[src/sv/rgb_led_interpolated_duty_unit_macros.svh]
// ----------------------------------------------------------------------------
// RGB LED duty unit assertion macros
// Shared concurrent assertion forms, clocked on i_clk and held off in reset.
// ----------------------------------------------------------------------------
`ifndef RGB_LED_INTERPOLATED_DUTY_UNIT_MACROS_SVH
`define RGB_LED_INTERPOLATED_DUTY_UNIT_MACROS_SVH

// A condition that must hold at every clock edge out of reset.
`define RGBDUTY_CHECK(label, expr, msg) \
    label: assert property (@(posedge i_clk) disable iff (!i_rst_n) (expr)) else $error(msg);

// A consequence that must hold in the same cycle as its cause.
`define RGBDUTY_IMPLY_NOW(label, cond, conseq, msg) \
    label: assert property (@(posedge i_clk) disable iff (!i_rst_n) \
        (cond) |-> (conseq)) else $error(msg);

// A consequence that must hold in the cycle after its cause.
`define RGBDUTY_IMPLY_NEXT(label, cond, conseq, msg) \
    label: assert property (@(posedge i_clk) disable iff (!i_rst_n) \
        (cond) |=> (conseq)) else $error(msg);

`endif

[src/sv/rgbduty_pkg.sv]
// ----------------------------------------------------------------------------
// RGB LED duty unit package
// Request and result types, opcodes, status codes and the fixed arithmetic
// constants of the duty interpolation.
// ----------------------------------------------------------------------------
package rgbduty_pkg;

    // Field widths fixed by the request and result formats.
    localparam int COMP_W  = 8;
    localparam int DUTY_W  = 13;
    localparam int IDX_W   = 8;
    localparam int POS_W   = 24;
    localparam int REM_W   = 16;
    localparam int MUL_A_W = 29;
    localparam int MUL_B_W = 30;
    localparam int PROD_W  = MUL_A_W + MUL_B_W;

    // Opcodes.
    localparam logic [2:0] OP_LOAD      = 3'd0;
    localparam logic [2:0] OP_CONFIG    = 3'd1;
    localparam logic [2:0] OP_SET_COLOR = 3'd2;
    localparam logic [2:0] OP_SET_LEVEL = 3'd3;
    localparam logic [2:0] OP_SET_BOTH  = 3'd4;

    // Status codes.
    localparam logic [1:0] ST_OK      = 2'd0;
    localparam logic [1:0] ST_NOT_CFG = 2'd1;
    localparam logic [1:0] ST_ALREADY = 2'd2;

    // Channel counter: red, green, blue.
    localparam logic [1:0] CHAN_LAST = 2'd2;

    // Full scale of color times brightness, 255 * 255.
    localparam logic [POS_W-1:0] FULL_SCALE = POS_W'(255 * 255);

    // Division by the full scale is a multiply by a rounded-up reciprocal.
    // With a 45-bit shift the quotient is exact for every dividend below 2**29.
    localparam int RECIP_SHIFT = 45;
    localparam logic [MUL_B_W-1:0] RECIP =
        MUL_B_W'((64'd1 << RECIP_SHIFT) / 64'd65025 + 64'd1);

    typedef struct packed {
        logic [2:0]        opcode;
        logic [1:0]        led;
        logic [4:0]        table_index;
        logic [DUTY_W-1:0] table_value;
        logic [COMP_W-1:0] red;
        logic [COMP_W-1:0] green;
        logic [COMP_W-1:0] blue;
        logic [COMP_W-1:0] level;
    } t_in;

    typedef struct packed {
        logic [1:0]        status;
        logic [DUTY_W-1:0] duty_red;
        logic [DUTY_W-1:0] duty_green;
        logic [DUTY_W-1:0] duty_blue;
        logic [COMP_W-1:0] red_now;
        logic [COMP_W-1:0] green_now;
        logic [COMP_W-1:0] blue_now;
        logic [COMP_W-1:0] level_now;
    } t_out;

    // Commands from the controller to the datapath.
    typedef struct packed {
        logic load;
        logic update;
        logic mul_lvl;
        logic mul_last;
        logic mul_recip;
        logic index;
        logic rd_end;
        logic frac;
        logic quot;
        logic duty;
        logic emit;
    } t_cmd;

    // Status from the datapath to the controller.
    typedef struct packed {
        logic quiet;
        logic err;
        logic last_chan;
        logic out_busy;
    } t_sts;

endpackage

[src/sv/rgb_led_interpolated_duty_unit.sv]
// A set or configure request runs the store update, three channel interpolations of eight
// steps each on one shared multiplier and one table read port, and the result write; on error
// it skips the interpolations. No new request is taken until its result is written. A load
// or an ignored opcode is taken every cycle while the block is idle and gives no result.
// Reset clears the controller, the result valid flag, the configured flags and the stored
// colors and levels; duty table entries stay undefined until they are loaded.
// ----------------------------------------------------------------------------
// RGB LED interpolated duty unit
// Keeps per-LED colors, brightness and duty tables and returns the three
// channel duties by linear interpolation in the LED's table.
// ----------------------------------------------------------------------------
module rgb_led_interpolated_duty_unit #(
    parameter int NUM_LEDS   = 4,
    parameter int LAST_ENTRY = 16,
    parameter int DUTY_BITS  = 13
) (
    input  logic               i_clk,
    input  logic               i_rst_n,
    input  logic               i_in_valid,
    output logic               o_in_ready,
    input  rgbduty_pkg::t_in   i_in_data,
    output logic               o_out_valid,
    input  logic               i_out_ready,
    output rgbduty_pkg::t_out  o_out_data
);

    rgbduty_pkg::t_cmd cmd;
    rgbduty_pkg::t_sts sts;

    // Request sequencing.
    rgbduty_ctrl u_ctrl (
        .i_clk      (i_clk),
        .i_rst_n    (i_rst_n),
        .i_in_valid (i_in_valid),
        .o_in_ready (o_in_ready),
        .i_sts      (sts),
        .o_cmd      (cmd)
    );

    // Stores, tables and arithmetic.
    rgbduty_dp #(
        .NUM_LEDS   (NUM_LEDS),
        .LAST_ENTRY (LAST_ENTRY),
        .DUTY_BITS  (DUTY_BITS)
    ) u_dp (
        .i_clk       (i_clk),
        .i_rst_n     (i_rst_n),
        .i_in_data   (i_in_data),
        .i_cmd       (cmd),
        .o_sts       (sts),
        .i_out_ready (i_out_ready),
        .o_out_valid (o_out_valid),
        .o_out_data  (o_out_data)
    );

endmodule

[src/sv/rgbduty_ctrl.sv]
// ----------------------------------------------------------------------------
// RGB LED duty unit controller
// Sequences one request at a time through the store update, three channel
// interpolations and the result write; a failed request skips the interpolations.
// ----------------------------------------------------------------------------
`include "rgb_led_interpolated_duty_unit_macros.svh"

module rgbduty_ctrl (
    input  logic               i_clk,
    input  logic               i_rst_n,
    input  logic               i_in_valid,
    output logic               o_in_ready,
    input  rgbduty_pkg::t_sts  i_sts,
    output rgbduty_pkg::t_cmd  o_cmd
);

    typedef enum logic [10:0] {
        S_IDLE      = 11'b000_0000_0001,
        S_UPDATE    = 11'b000_0000_0010,
        S_MUL_LVL   = 11'b000_0000_0100,
        S_MUL_LAST  = 11'b000_0000_1000,
        S_MUL_RECIP = 11'b000_0001_0000,
        S_INDEX     = 11'b000_0010_0000,
        S_RD_END    = 11'b000_0100_0000,
        S_FRAC      = 11'b000_1000_0000,
        S_QUOT      = 11'b001_0000_0000,
        S_DUTY      = 11'b010_0000_0000,
        S_EMIT      = 11'b100_0000_0000
    } t_state;

    t_state r_state;
    t_state n_state;

    // Next state and command decode.
    always_comb begin
        n_state    = r_state;
        o_cmd      = '0;
        o_in_ready = 1'b0;
        unique case (r_state)
            S_IDLE: begin
                o_in_ready = 1'b1;
                o_cmd.load = i_in_valid;
                if (i_in_valid && !i_sts.quiet) begin
                    n_state = S_UPDATE;
                end
            end
            S_UPDATE: begin
                o_cmd.update = 1'b1;
                n_state = i_sts.err ? S_EMIT : S_MUL_LVL;
            end
            S_MUL_LVL: begin
                o_cmd.mul_lvl = 1'b1;
                n_state = S_MUL_LAST;
            end
            S_MUL_LAST: begin
                o_cmd.mul_last = 1'b1;
                n_state = S_MUL_RECIP;
            end
            S_MUL_RECIP: begin
                o_cmd.mul_recip = 1'b1;
                n_state = S_INDEX;
            end
            S_INDEX: begin
                o_cmd.index = 1'b1;
                n_state = S_RD_END;
            end
            S_RD_END: begin
                o_cmd.rd_end = 1'b1;
                n_state = S_FRAC;
            end
            S_FRAC: begin
                o_cmd.frac = 1'b1;
                n_state = S_QUOT;
            end
            S_QUOT: begin
                o_cmd.quot = 1'b1;
                n_state = S_DUTY;
            end
            S_DUTY: begin
                o_cmd.duty = 1'b1;
                n_state = i_sts.last_chan ? S_EMIT : S_MUL_LVL;
            end
            S_EMIT: begin
                if (!i_sts.out_busy) begin
                    o_cmd.emit = 1'b1;
                    n_state = S_IDLE;
                end
            end
            default: begin
                n_state = S_IDLE;
            end
        endcase
    end

    // State register.
    always_ff @(posedge i_clk) begin
        if (!i_rst_n) begin
            r_state <= S_IDLE;
        end else begin
            r_state <= n_state;
        end
    end

    `RGBDUTY_IMPLY_NEXT(a_accept_starts, i_in_valid && o_in_ready && !i_sts.quiet, r_state == S_UPDATE, "accepted request did not start its update")
    `RGBDUTY_IMPLY_NEXT(a_err_skips, r_state == S_UPDATE && i_sts.err, r_state == S_EMIT, "failed request did not go straight to its result")
    `RGBDUTY_IMPLY_NEXT(a_last_emits, r_state == S_DUTY && i_sts.last_chan, r_state == S_EMIT, "blue channel done but no result write followed")

endmodule

[src/sv/rgbduty_dp.sv]
// ----------------------------------------------------------------------------
// RGB LED duty unit datapath
// Holds the per-LED stores and duty tables, the shared multiplier, the
// interpolation registers and the result register.
// ----------------------------------------------------------------------------
`include "rgb_led_interpolated_duty_unit_macros.svh"

module rgbduty_dp #(
    parameter int NUM_LEDS   = 4,
    parameter int LAST_ENTRY = 16,
    parameter int DUTY_BITS  = 13
) (
    input  logic               i_clk,
    input  logic               i_rst_n,
    input  rgbduty_pkg::t_in   i_in_data,
    input  rgbduty_pkg::t_cmd  i_cmd,
    output rgbduty_pkg::t_sts  o_sts,
    input  logic               i_out_ready,
    output logic               o_out_valid,
    output rgbduty_pkg::t_out  o_out_data
);

    localparam int ENTRIES   = LAST_ENTRY + 1;
    localparam int MEM_DEPTH = NUM_LEDS * ENTRIES;
    localparam int ADDR_W    = $clog2(MEM_DEPTH);
    localparam int LED_W     = (NUM_LEDS > 1) ? $clog2(NUM_LEDS) : 1;
    localparam int COMP_W    = rgbduty_pkg::COMP_W;
    localparam int DUTY_W    = rgbduty_pkg::DUTY_W;
    localparam int IDX_W     = rgbduty_pkg::IDX_W;
    localparam int POS_W     = rgbduty_pkg::POS_W;
    localparam int REM_W     = rgbduty_pkg::REM_W;
    localparam int PROD_W    = rgbduty_pkg::PROD_W;
    localparam int SHIFT     = rgbduty_pkg::RECIP_SHIFT;

    // Duty reference tables of all LEDs, one row of entries per LED.
    logic [DUTY_BITS-1:0] mem [MEM_DEPTH];
    logic [DUTY_BITS-1:0] r_rd;

    // Per-LED stores.
    logic [NUM_LEDS-1:0]       r_flag;
    logic [3*COMP_W-1:0]       r_color [NUM_LEDS];
    logic [COMP_W-1:0]         r_level [NUM_LEDS];

    // Accepted request.
    rgbduty_pkg::t_in          r_item;
    logic                      r_led_ok;

    // Interpolation registers.
    logic [1:0]                r_status;
    logic [1:0]                r_chan;
    logic [PROD_W-1:0]         r_prod;
    logic [POS_W-1:0]          r_pos;
    logic [REM_W-1:0]          r_rem;
    logic [IDX_W-1:0]          r_j;
    logic [DUTY_W-1:0]         r_start;
    logic                      r_neg;
    logic [DUTY_W-1:0]         r_duty [3];

    // Result register.
    rgbduty_pkg::t_out         r_out;
    logic                      r_out_valid;

    logic                      in_led_ok;
    logic [LED_W-1:0]          in_slot;
    logic                      tbl_wr;
    logic [ADDR_W-1:0]         wr_addr;
    logic [LED_W-1:0]          slot;
    logic                      cur_flag;
    logic [3*COMP_W-1:0]       cur_color;
    logic [COMP_W-1:0]         cur_level;
    logic [1:0]                n_status;
    logic [COMP_W-1:0]         comp;
    logic [rgbduty_pkg::MUL_A_W-1:0] mul_a;
    logic [rgbduty_pkg::MUL_B_W-1:0] mul_b;
    logic [PROD_W-1:0]         n_prod;
    logic [IDX_W-1:0]          raw_i;
    logic                      at_end;
    logic [IDX_W-1:0]          idx_i;
    logic [IDX_W-1:0]          idx_j;
    logic [REM_W-1:0]          n_rem;
    logic [ADDR_W-1:0]         rd_addr;
    logic [DUTY_W-1:0]         rd_val;
    logic signed [DUTY_W:0]    diff;
    logic [DUTY_W-1:0]         abs_diff;
    logic [DUTY_W-1:0]         quot;
    logic [DUTY_W-1:0]         n_duty;

    // Incoming request decode: slot range and table write.
    always_comb begin
        in_led_ok = 32'(i_in_data.led) < NUM_LEDS;
        in_slot   = LED_W'(i_in_data.led);
        tbl_wr    = i_cmd.load && (i_in_data.opcode == rgbduty_pkg::OP_LOAD) && in_led_ok
                    && (32'(i_in_data.table_index) <= LAST_ENTRY);
        wr_addr   = ADDR_W'(32'(in_slot) * ENTRIES + 32'(i_in_data.table_index));
    end

    // Stored values of the addressed slot; a slot out of range reads as zero.
    always_comb begin
        slot      = LED_W'(r_item.led);
        cur_flag  = r_led_ok && r_flag[slot];
        cur_color = r_led_ok ? r_color[slot] : '0;
        cur_level = r_led_ok ? r_level[slot] : '0;
    end

    // Status of the request, before its store update, and the controller status.
    always_comb begin
        if (!r_led_ok) begin
            n_status = rgbduty_pkg::ST_NOT_CFG;
        end else if (r_item.opcode == rgbduty_pkg::OP_CONFIG) begin
            n_status = cur_flag ? rgbduty_pkg::ST_ALREADY : rgbduty_pkg::ST_OK;
        end else begin
            n_status = cur_flag ? rgbduty_pkg::ST_OK : rgbduty_pkg::ST_NOT_CFG;
        end
        // Loads, spare opcodes and configures of a missing slot give no result.
        o_sts.quiet     = (i_in_data.opcode == rgbduty_pkg::OP_LOAD)
                          || (i_in_data.opcode > rgbduty_pkg::OP_SET_BOTH)
                          || ((i_in_data.opcode == rgbduty_pkg::OP_CONFIG) && !in_led_ok);
        o_sts.err       = n_status != rgbduty_pkg::ST_OK;
        o_sts.last_chan = r_chan == rgbduty_pkg::CHAN_LAST;
        o_sts.out_busy  = r_out_valid && !i_out_ready;
    end

    // Table write port.
    always_ff @(posedge i_clk) begin
        if (tbl_wr) begin
            mem[wr_addr] <= i_in_data.table_value[DUTY_BITS-1:0];
        end
    end

    // Table read port: lower entry during the index step, upper entry after.
    always_comb begin
        rd_addr = ADDR_W'(32'(slot) * ENTRIES + 32'(i_cmd.index ? idx_i : r_j));
    end

    always_ff @(posedge i_clk) begin
        if (i_cmd.index || i_cmd.rd_end) begin
            r_rd <= mem[rd_addr];
        end
    end

    // Per-LED stores, updated once per request.
    always_ff @(posedge i_clk) begin
        if (!i_rst_n) begin
            r_flag <= '0;
            for (int k = 0; k < NUM_LEDS; k++) begin
                r_color[k] <= '0;
                r_level[k] <= '0;
            end
        end else if (i_cmd.update && r_led_ok) begin
            if (r_item.opcode == rgbduty_pkg::OP_CONFIG) begin
                if (!cur_flag) begin
                    r_flag[slot]  <= 1'b1;
                    r_color[slot] <= {r_item.red, r_item.green, r_item.blue};
                    r_level[slot] <= r_item.level;
                end
            end else if (cur_flag) begin
                if (r_item.opcode == rgbduty_pkg::OP_SET_COLOR
                    || r_item.opcode == rgbduty_pkg::OP_SET_BOTH) begin
                    r_color[slot] <= {r_item.red, r_item.green, r_item.blue};
                end
                if (r_item.opcode == rgbduty_pkg::OP_SET_LEVEL
                    || r_item.opcode == rgbduty_pkg::OP_SET_BOTH) begin
                    r_level[slot] <= r_item.level;
                end
            end
        end
    end

    // Component of the channel in progress.
    always_comb begin
        unique case (r_chan)
            2'd0:    comp = cur_color[3*COMP_W-1:2*COMP_W];
            2'd1:    comp = cur_color[2*COMP_W-1:COMP_W];
            default: comp = cur_color[COMP_W-1:0];
        endcase
    end

    // Difference of the two table entries, split into sign and magnitude.
    always_comb begin
        rd_val   = DUTY_W'(r_rd);
        diff     = $signed({1'b0, rd_val}) - $signed({1'b0, r_start});
        abs_diff = diff[DUTY_W] ? DUTY_W'(-diff) : DUTY_W'(diff);
    end

    // Shared multiplier operand selection.
    always_comb begin
        mul_a = '0;
        mul_b = '0;
        priority if (i_cmd.mul_lvl) begin
            mul_a = rgbduty_pkg::MUL_A_W'(comp);
            mul_b = rgbduty_pkg::MUL_B_W'(cur_level);
        end else if (i_cmd.mul_last) begin
            mul_a = rgbduty_pkg::MUL_A_W'(r_prod[2*COMP_W-1:0]);
            mul_b = rgbduty_pkg::MUL_B_W'(LAST_ENTRY);
        end else if (i_cmd.mul_recip) begin
            mul_a = rgbduty_pkg::MUL_A_W'(r_prod[POS_W-1:0]);
            mul_b = rgbduty_pkg::RECIP;
        end else if (i_cmd.frac) begin
            mul_a = rgbduty_pkg::MUL_A_W'(abs_diff);
            mul_b = rgbduty_pkg::MUL_B_W'(r_rem);
        end else if (i_cmd.quot) begin
            mul_a = r_prod[rgbduty_pkg::MUL_A_W-1:0];
            mul_b = rgbduty_pkg::RECIP;
        end else begin
            mul_a = '0;
            mul_b = '0;
        end
        n_prod = PROD_W'(mul_a) * PROD_W'(mul_b);
    end

    // Table index, clamped upper index and remainder of the position.
    always_comb begin
        raw_i  = r_prod[SHIFT +: IDX_W];
        at_end = raw_i >= IDX_W'(LAST_ENTRY);
        idx_i  = at_end ? IDX_W'(LAST_ENTRY) : raw_i;
        idx_j  = at_end ? IDX_W'(LAST_ENTRY) : IDX_W'(raw_i + 1'b1);
        n_rem  = REM_W'(r_pos - POS_W'(raw_i) * rgbduty_pkg::FULL_SCALE);
    end

    // Interpolated duty: lower entry plus the signed, truncated fraction.
    always_comb begin
        quot   = r_prod[SHIFT +: DUTY_W];
        n_duty = r_neg ? DUTY_W'(r_start - quot) : DUTY_W'(r_start + quot);
    end

    // Request capture and interpolation registers.
    always_ff @(posedge i_clk) begin
        if (i_cmd.load) begin
            r_item   <= i_in_data;
            r_led_ok <= in_led_ok;
        end
        if (i_cmd.mul_lvl || i_cmd.mul_last || i_cmd.mul_recip || i_cmd.frac
            || i_cmd.quot) begin
            r_prod <= n_prod;
        end
        if (i_cmd.mul_recip) begin
            r_pos <= r_prod[POS_W-1:0];
        end
        if (i_cmd.index) begin
            r_rem <= n_rem;
            r_j   <= idx_j;
        end
        if (i_cmd.rd_end) begin
            r_start <= rd_val;
        end
        if (i_cmd.frac) begin
            r_neg <= diff[DUTY_W];
        end
        if (i_cmd.update) begin
            r_status <= n_status;
            r_chan   <= '0;
            for (int k = 0; k < 3; k++) begin
                r_duty[k] <= '0;
            end
        end else if (i_cmd.duty) begin
            r_duty[r_chan] <= n_duty;
            r_chan         <= r_chan + 2'd1;
        end
    end

    // Result payload.
    always_ff @(posedge i_clk) begin
        if (i_cmd.emit) begin
            r_out.status     <= r_status;
            r_out.duty_red   <= r_duty[0];
            r_out.duty_green <= r_duty[1];
            r_out.duty_blue  <= r_duty[2];
            r_out.red_now    <= cur_color[3*COMP_W-1:2*COMP_W];
            r_out.green_now  <= cur_color[2*COMP_W-1:COMP_W];
            r_out.blue_now   <= cur_color[COMP_W-1:0];
            r_out.level_now  <= cur_level;
        end
    end

    // Result valid flag.
    always_ff @(posedge i_clk) begin
        if (!i_rst_n) begin
            r_out_valid <= 1'b0;
        end else if (i_cmd.emit) begin
            r_out_valid <= 1'b1;
        end else if (i_out_ready) begin
            r_out_valid <= 1'b0;
        end
    end

    assign o_out_valid = r_out_valid;
    assign o_out_data  = r_out;

    `RGBDUTY_IMPLY_NOW(a_err_zero_duty, r_out_valid && r_out.status != rgbduty_pkg::ST_OK, r_out.duty_red == '0 && r_out.duty_green == '0 && r_out.duty_blue == '0, "failed request carries a nonzero duty")
    `RGBDUTY_IMPLY_NOW(a_index_range, i_cmd.index, raw_i <= IDX_W'(LAST_ENTRY), "table index beyond the last entry")
    `RGBDUTY_CHECK(a_chan_range, r_chan <= rgbduty_pkg::CHAN_LAST || !(i_cmd.duty || i_cmd.mul_lvl), "channel counter past blue")

endmodule

[config.mk]
export PLATFORM = sky130hd
export DESIGN_NAME = rgb_led_interpolated_duty_unit
export DESIGN_NICKNAME = d
export VERILOG_FILES = /design/src/sv/rgbduty_pkg.sv /design/src/sv/rgb_led_interpolated_duty_unit.sv /design/src/sv/rgbduty_ctrl.sv /design/src/sv/rgbduty_dp.sv
export VERILOG_INCLUDE_DIRS = /design/src /design/src/sv
export SDC_FILE = /design/constraint.sdc
export NUM_CORES = 2
export LEC_CHECK = 0
export BUFFER_PORTS_ARGS = -buffer_cell sky130_fd_sc_hd__buf_2
export CAP_MARGIN = 25
export CORE_ASPECT_RATIO = 1.5
export CORE_MARGIN = 5
export CORE_UTILIZATION = 60
export DETAILED_ROUTE_END_ITERATION = 10
export PLACE_DENSITY = 0.77
export SETUP_SLACK_MARGIN = 0.15
export SYNTH_ARGS = -nofsm -noshare
export SYNTH_HDL_FRONTEND = slang
export SYNTH_SLANG_ARGS = --single-unit
[constraint.sdc]
create_clock -name i_clk -period 11.03 [get_ports i_clk]
set_input_delay 3.309 -clock i_clk [delete_from_list [all_inputs] [get_ports i_clk]]
set_output_delay 3.309 -clock i_clk [all_outputs]
set_load 0.02 [all_outputs]
==> qor.txt <==
P_int - 9.363 mW
Clock network power share - 27.5%
Post-synth top area cell - edfxtp_1
Fin Clk Skew - 0.04611 ns
Initial Util - 60.41%
Power share of the sequential group - 39.6%
CTS Buffer Depth - 3
Worst Path Required - 11.49 ns
DRT met1 WL - 57.58 mm
Sequential-to-total area share from yosys stat - 55.03%
Vias/cell - 5.996
Iteration-0 DRC Markers - 3407
Largest family of logic cells by synthesized area - adder cells
ANT nets after route - 0
Fin util - 66.80%
Critical Path Start - u_dp.r_start[0]
Max IR drop VDD - 0.0002533 V
Initial antenna violation count - 1
Die Wd - 289.0 um
Grt ovf - 0
Area contributors post-synth - edfxtp_1, fa_1, mux4_2
Gate Count Post-Synth - 4798
Clock sinks - 1291
Crit-path max cell delay - 0.74 ns
Slew HR - 32.55%
Commonest non-fill, non-tap cells in the layout - edfxtp_1, inv_1, fa_1
Leakage - 30.85 nW
WHS - 0.4114 ns
Register bit count reported by yosys - 1291
Worst reg2reg path depth - 36
Top cell family by delay on the critical path - adder cells
Final instance area - 77500 um^2
Setup TNS - 0 ns
Die area - 123900 um^2
Synth warn - 0
Top Metal Used - met5
Mapped Area - 70080 um^2
Slew Viols, Final - 0
WL final - 175.9 mm
Number of global-route vias before repair - 43550
Reg2Reg Setup Slack - 0.60 ns
Xor/xnor share of the synthesized area - 1.327%
WL per Instance - 25.72 um
Avg Synthesized Cell Area - 14.61 um^2
Drt first pass iters - 6
Final worst slack - 0.6044 ns
Pwr Density - 180.0 nW/um^2
FMAX - 95.92 MHz
Dpl cells - 6634
DR DRC count - 0
Worst Path Buf+Inv - 9
Fillers - 8057
Worst slew pin tran - 1.004 ns
Crit Path Category - flip-flop to flip-flop
CP arrival - 10.88 ns
R2R Path End - u_dp.r_prod[52]
CP endpoint - u_dp.r_prod[52]
CP dominant cell by count - fa_1
Max_cap viols - 0
Core ar. - 116000 um^2
GRT Util Overall - 28.91%
Hold Path Class - flip-flop to flip-flop
DR vias - 41020
Reg2Reg Launch Point - u_dp.r_start[0]
Row cnt - 153
Worst-path fanout max - 10
IO Port Bufs - 133
Crit. path cell count - 36
P&R area growth vs syn - 10.59%
Final Setup Violations - 0
Synth Area in Adders - 18.84%
First-pass GRT wire length - 265.2 mm
Type of origin of the critical path - flip-flop
WL met2 - 92.71 mm
WL met3 - 10.95 mm
RSZ-0062 raised after global routing - false
NetSw - 4.583 mW
Final Cycle Share - 94.52%
Combinational fraction of design power - 32.9%
Clock-pin slew on the worst setup and hold paths - 0.07 ns
H-tree levels - 3
Post-Synth Simple-Gate Area - 7.493%
Status - finished, final reports clean
DP Worst Slack - 0.5269 ns
Sw Share - 32.87%
Final net count - 6057
Mux contribution to synthesized area - 8.866%
Hold buffer count at CTS - 0
Netlist cell types - 91
CTS buffer count - 112
Cell Area, Placed - 73890 um^2
Die H - 428.6 um
HPWL after detailed placement - 127.0 mm
Clk_lat worst skew - 0.75 ns
Total power - 13.95 mW
Post-synth top area share - 54.46%
CTS Root Cell - clkbuf_16
Final Critical Period - 10.43 ns
Ports - 134
Top FF cell, synth - edfxtp_1
CP endpoint kind - flip-flop
Most common cell after layout, fill and taps aside - edfxtp_1
Number of flops mapped to enable cells by yosys - 1271
Layout cell share with drive strength beyond 1 - 14.42%
CTS tree - done
Placer congestion estimate - 0.9776
CP max stage cell - a2111oi_1
Fin. Hold Viols - 0
Pin count of the biggest net entering global routing - 116
Final non-filler cell total - 6841
Synth Area in Compound Gates - 4.012%
Synth async-reset ratio - 0%
==> layout make-up <==
cell class / count / area, um^2 / area share (%)
repair buffers: 280 / 1858 / 2.398
multi-input cells: 2896 / 29240 / 37.73
diodes: 1 / 2.502 / 0.003229
clock inverters: 67 / 666.9 / 0.8605
well taps: 1550 / 1939 / 2.503
clock buffers: 138 / 2900 / 3.742
flip-flops and latches: 1291 / 38570 / 49.77
inverters: 618 / 2320 / 2.993
==> layer usage <==
metal  global-route usage, %  up-vias
met1                   32.73    20930
li1                        -    17840
met3                   3.674      512
met4                   18.67        2
met5                       0        -
met2                   51.29     1734
==> synth_stat cells (all sizes together), types with 64 or more instances <==
cell    number
edfxtp    1271
inv        616
fa         427
nand2      386
ha         372
mux4       268
nor2       252
clkbuf     127
nand3      121
and3       119
a21oi      103
and2        78
xnor2       66
o21ai       64
==> power by group through the flow <==
stage                     Combinational, mW  Clock [mW]  Sequential (mW)
final                                  4.59        3.84             5.52
after global placement                 4.42           0             5.62
after global routing                   5.07        4.10             5.52
after detailed placement               4.50           0             5.62
after floorplan                        3.25           0             5.61
after CTS                              4.55        3.90             5.52
==> flip-flops by register name (all words and copies together), names as in the netlist, named ones only <==
name / cells
u_dp.o_out_valid: 1
u_dp.mem: 884
u_dp.r_item: 35
u_dp.o_out_data: 34
u_dp.r_rem: 16
u_dp.r_duty: 39
u_dp.r_level: 32
u_dp.r_j: 7
o_out_data: 39
u_dp.r_status: 2
u_dp.r_chan: 2
u_dp.r_pos: 16
u_dp.slot: 2
u_dp.r_color: 96
u_ctrl.r_state: 11
u_dp.r_flag: 4
u_dp.r_neg: 1
u_dp.r_start: 13
u_dp.r_prod: 42
u_dp.r_rd: 13
==> cells by family (layout without fill, tap and decap cells) <==
group,Yosys count,in the layout
adder cells (fa/ha/maj),799,799
AO/OA/AOI/OAI,414,414
AND/OR/NAND/NOR,1108,1108
XOR/XNOR,101,101
buffers and inverters,799,1103
other,2,191
multiplexers,284,284
flip-flops,1291,1291
==> what timing repair did <==
item,4_1_cts,5_1_grt
resized for setup,0,2
setup endpoints to repair,0,5
setup buffers,0,0
==> worst min path at each step <==
stage                                  from             end  cells past startpoint
after floorplan           u_dp.r_duty[2][0]  o_out_data[32]                      0
after global placement    u_dp.r_duty[1][2]  o_out_data[47]                      0
after detailed placement  u_dp.r_duty[1][8]  o_out_data[53]                      0
after CTS                 u_dp.r_duty[0][2]  o_out_data[60]                      0
after global routing      u_dp.r_duty[0][9]  o_out_data[67]                      0
final                     u_dp.r_duty[0][9]  o_out_data[67]                      0
(Power assumes the default switching activity.)
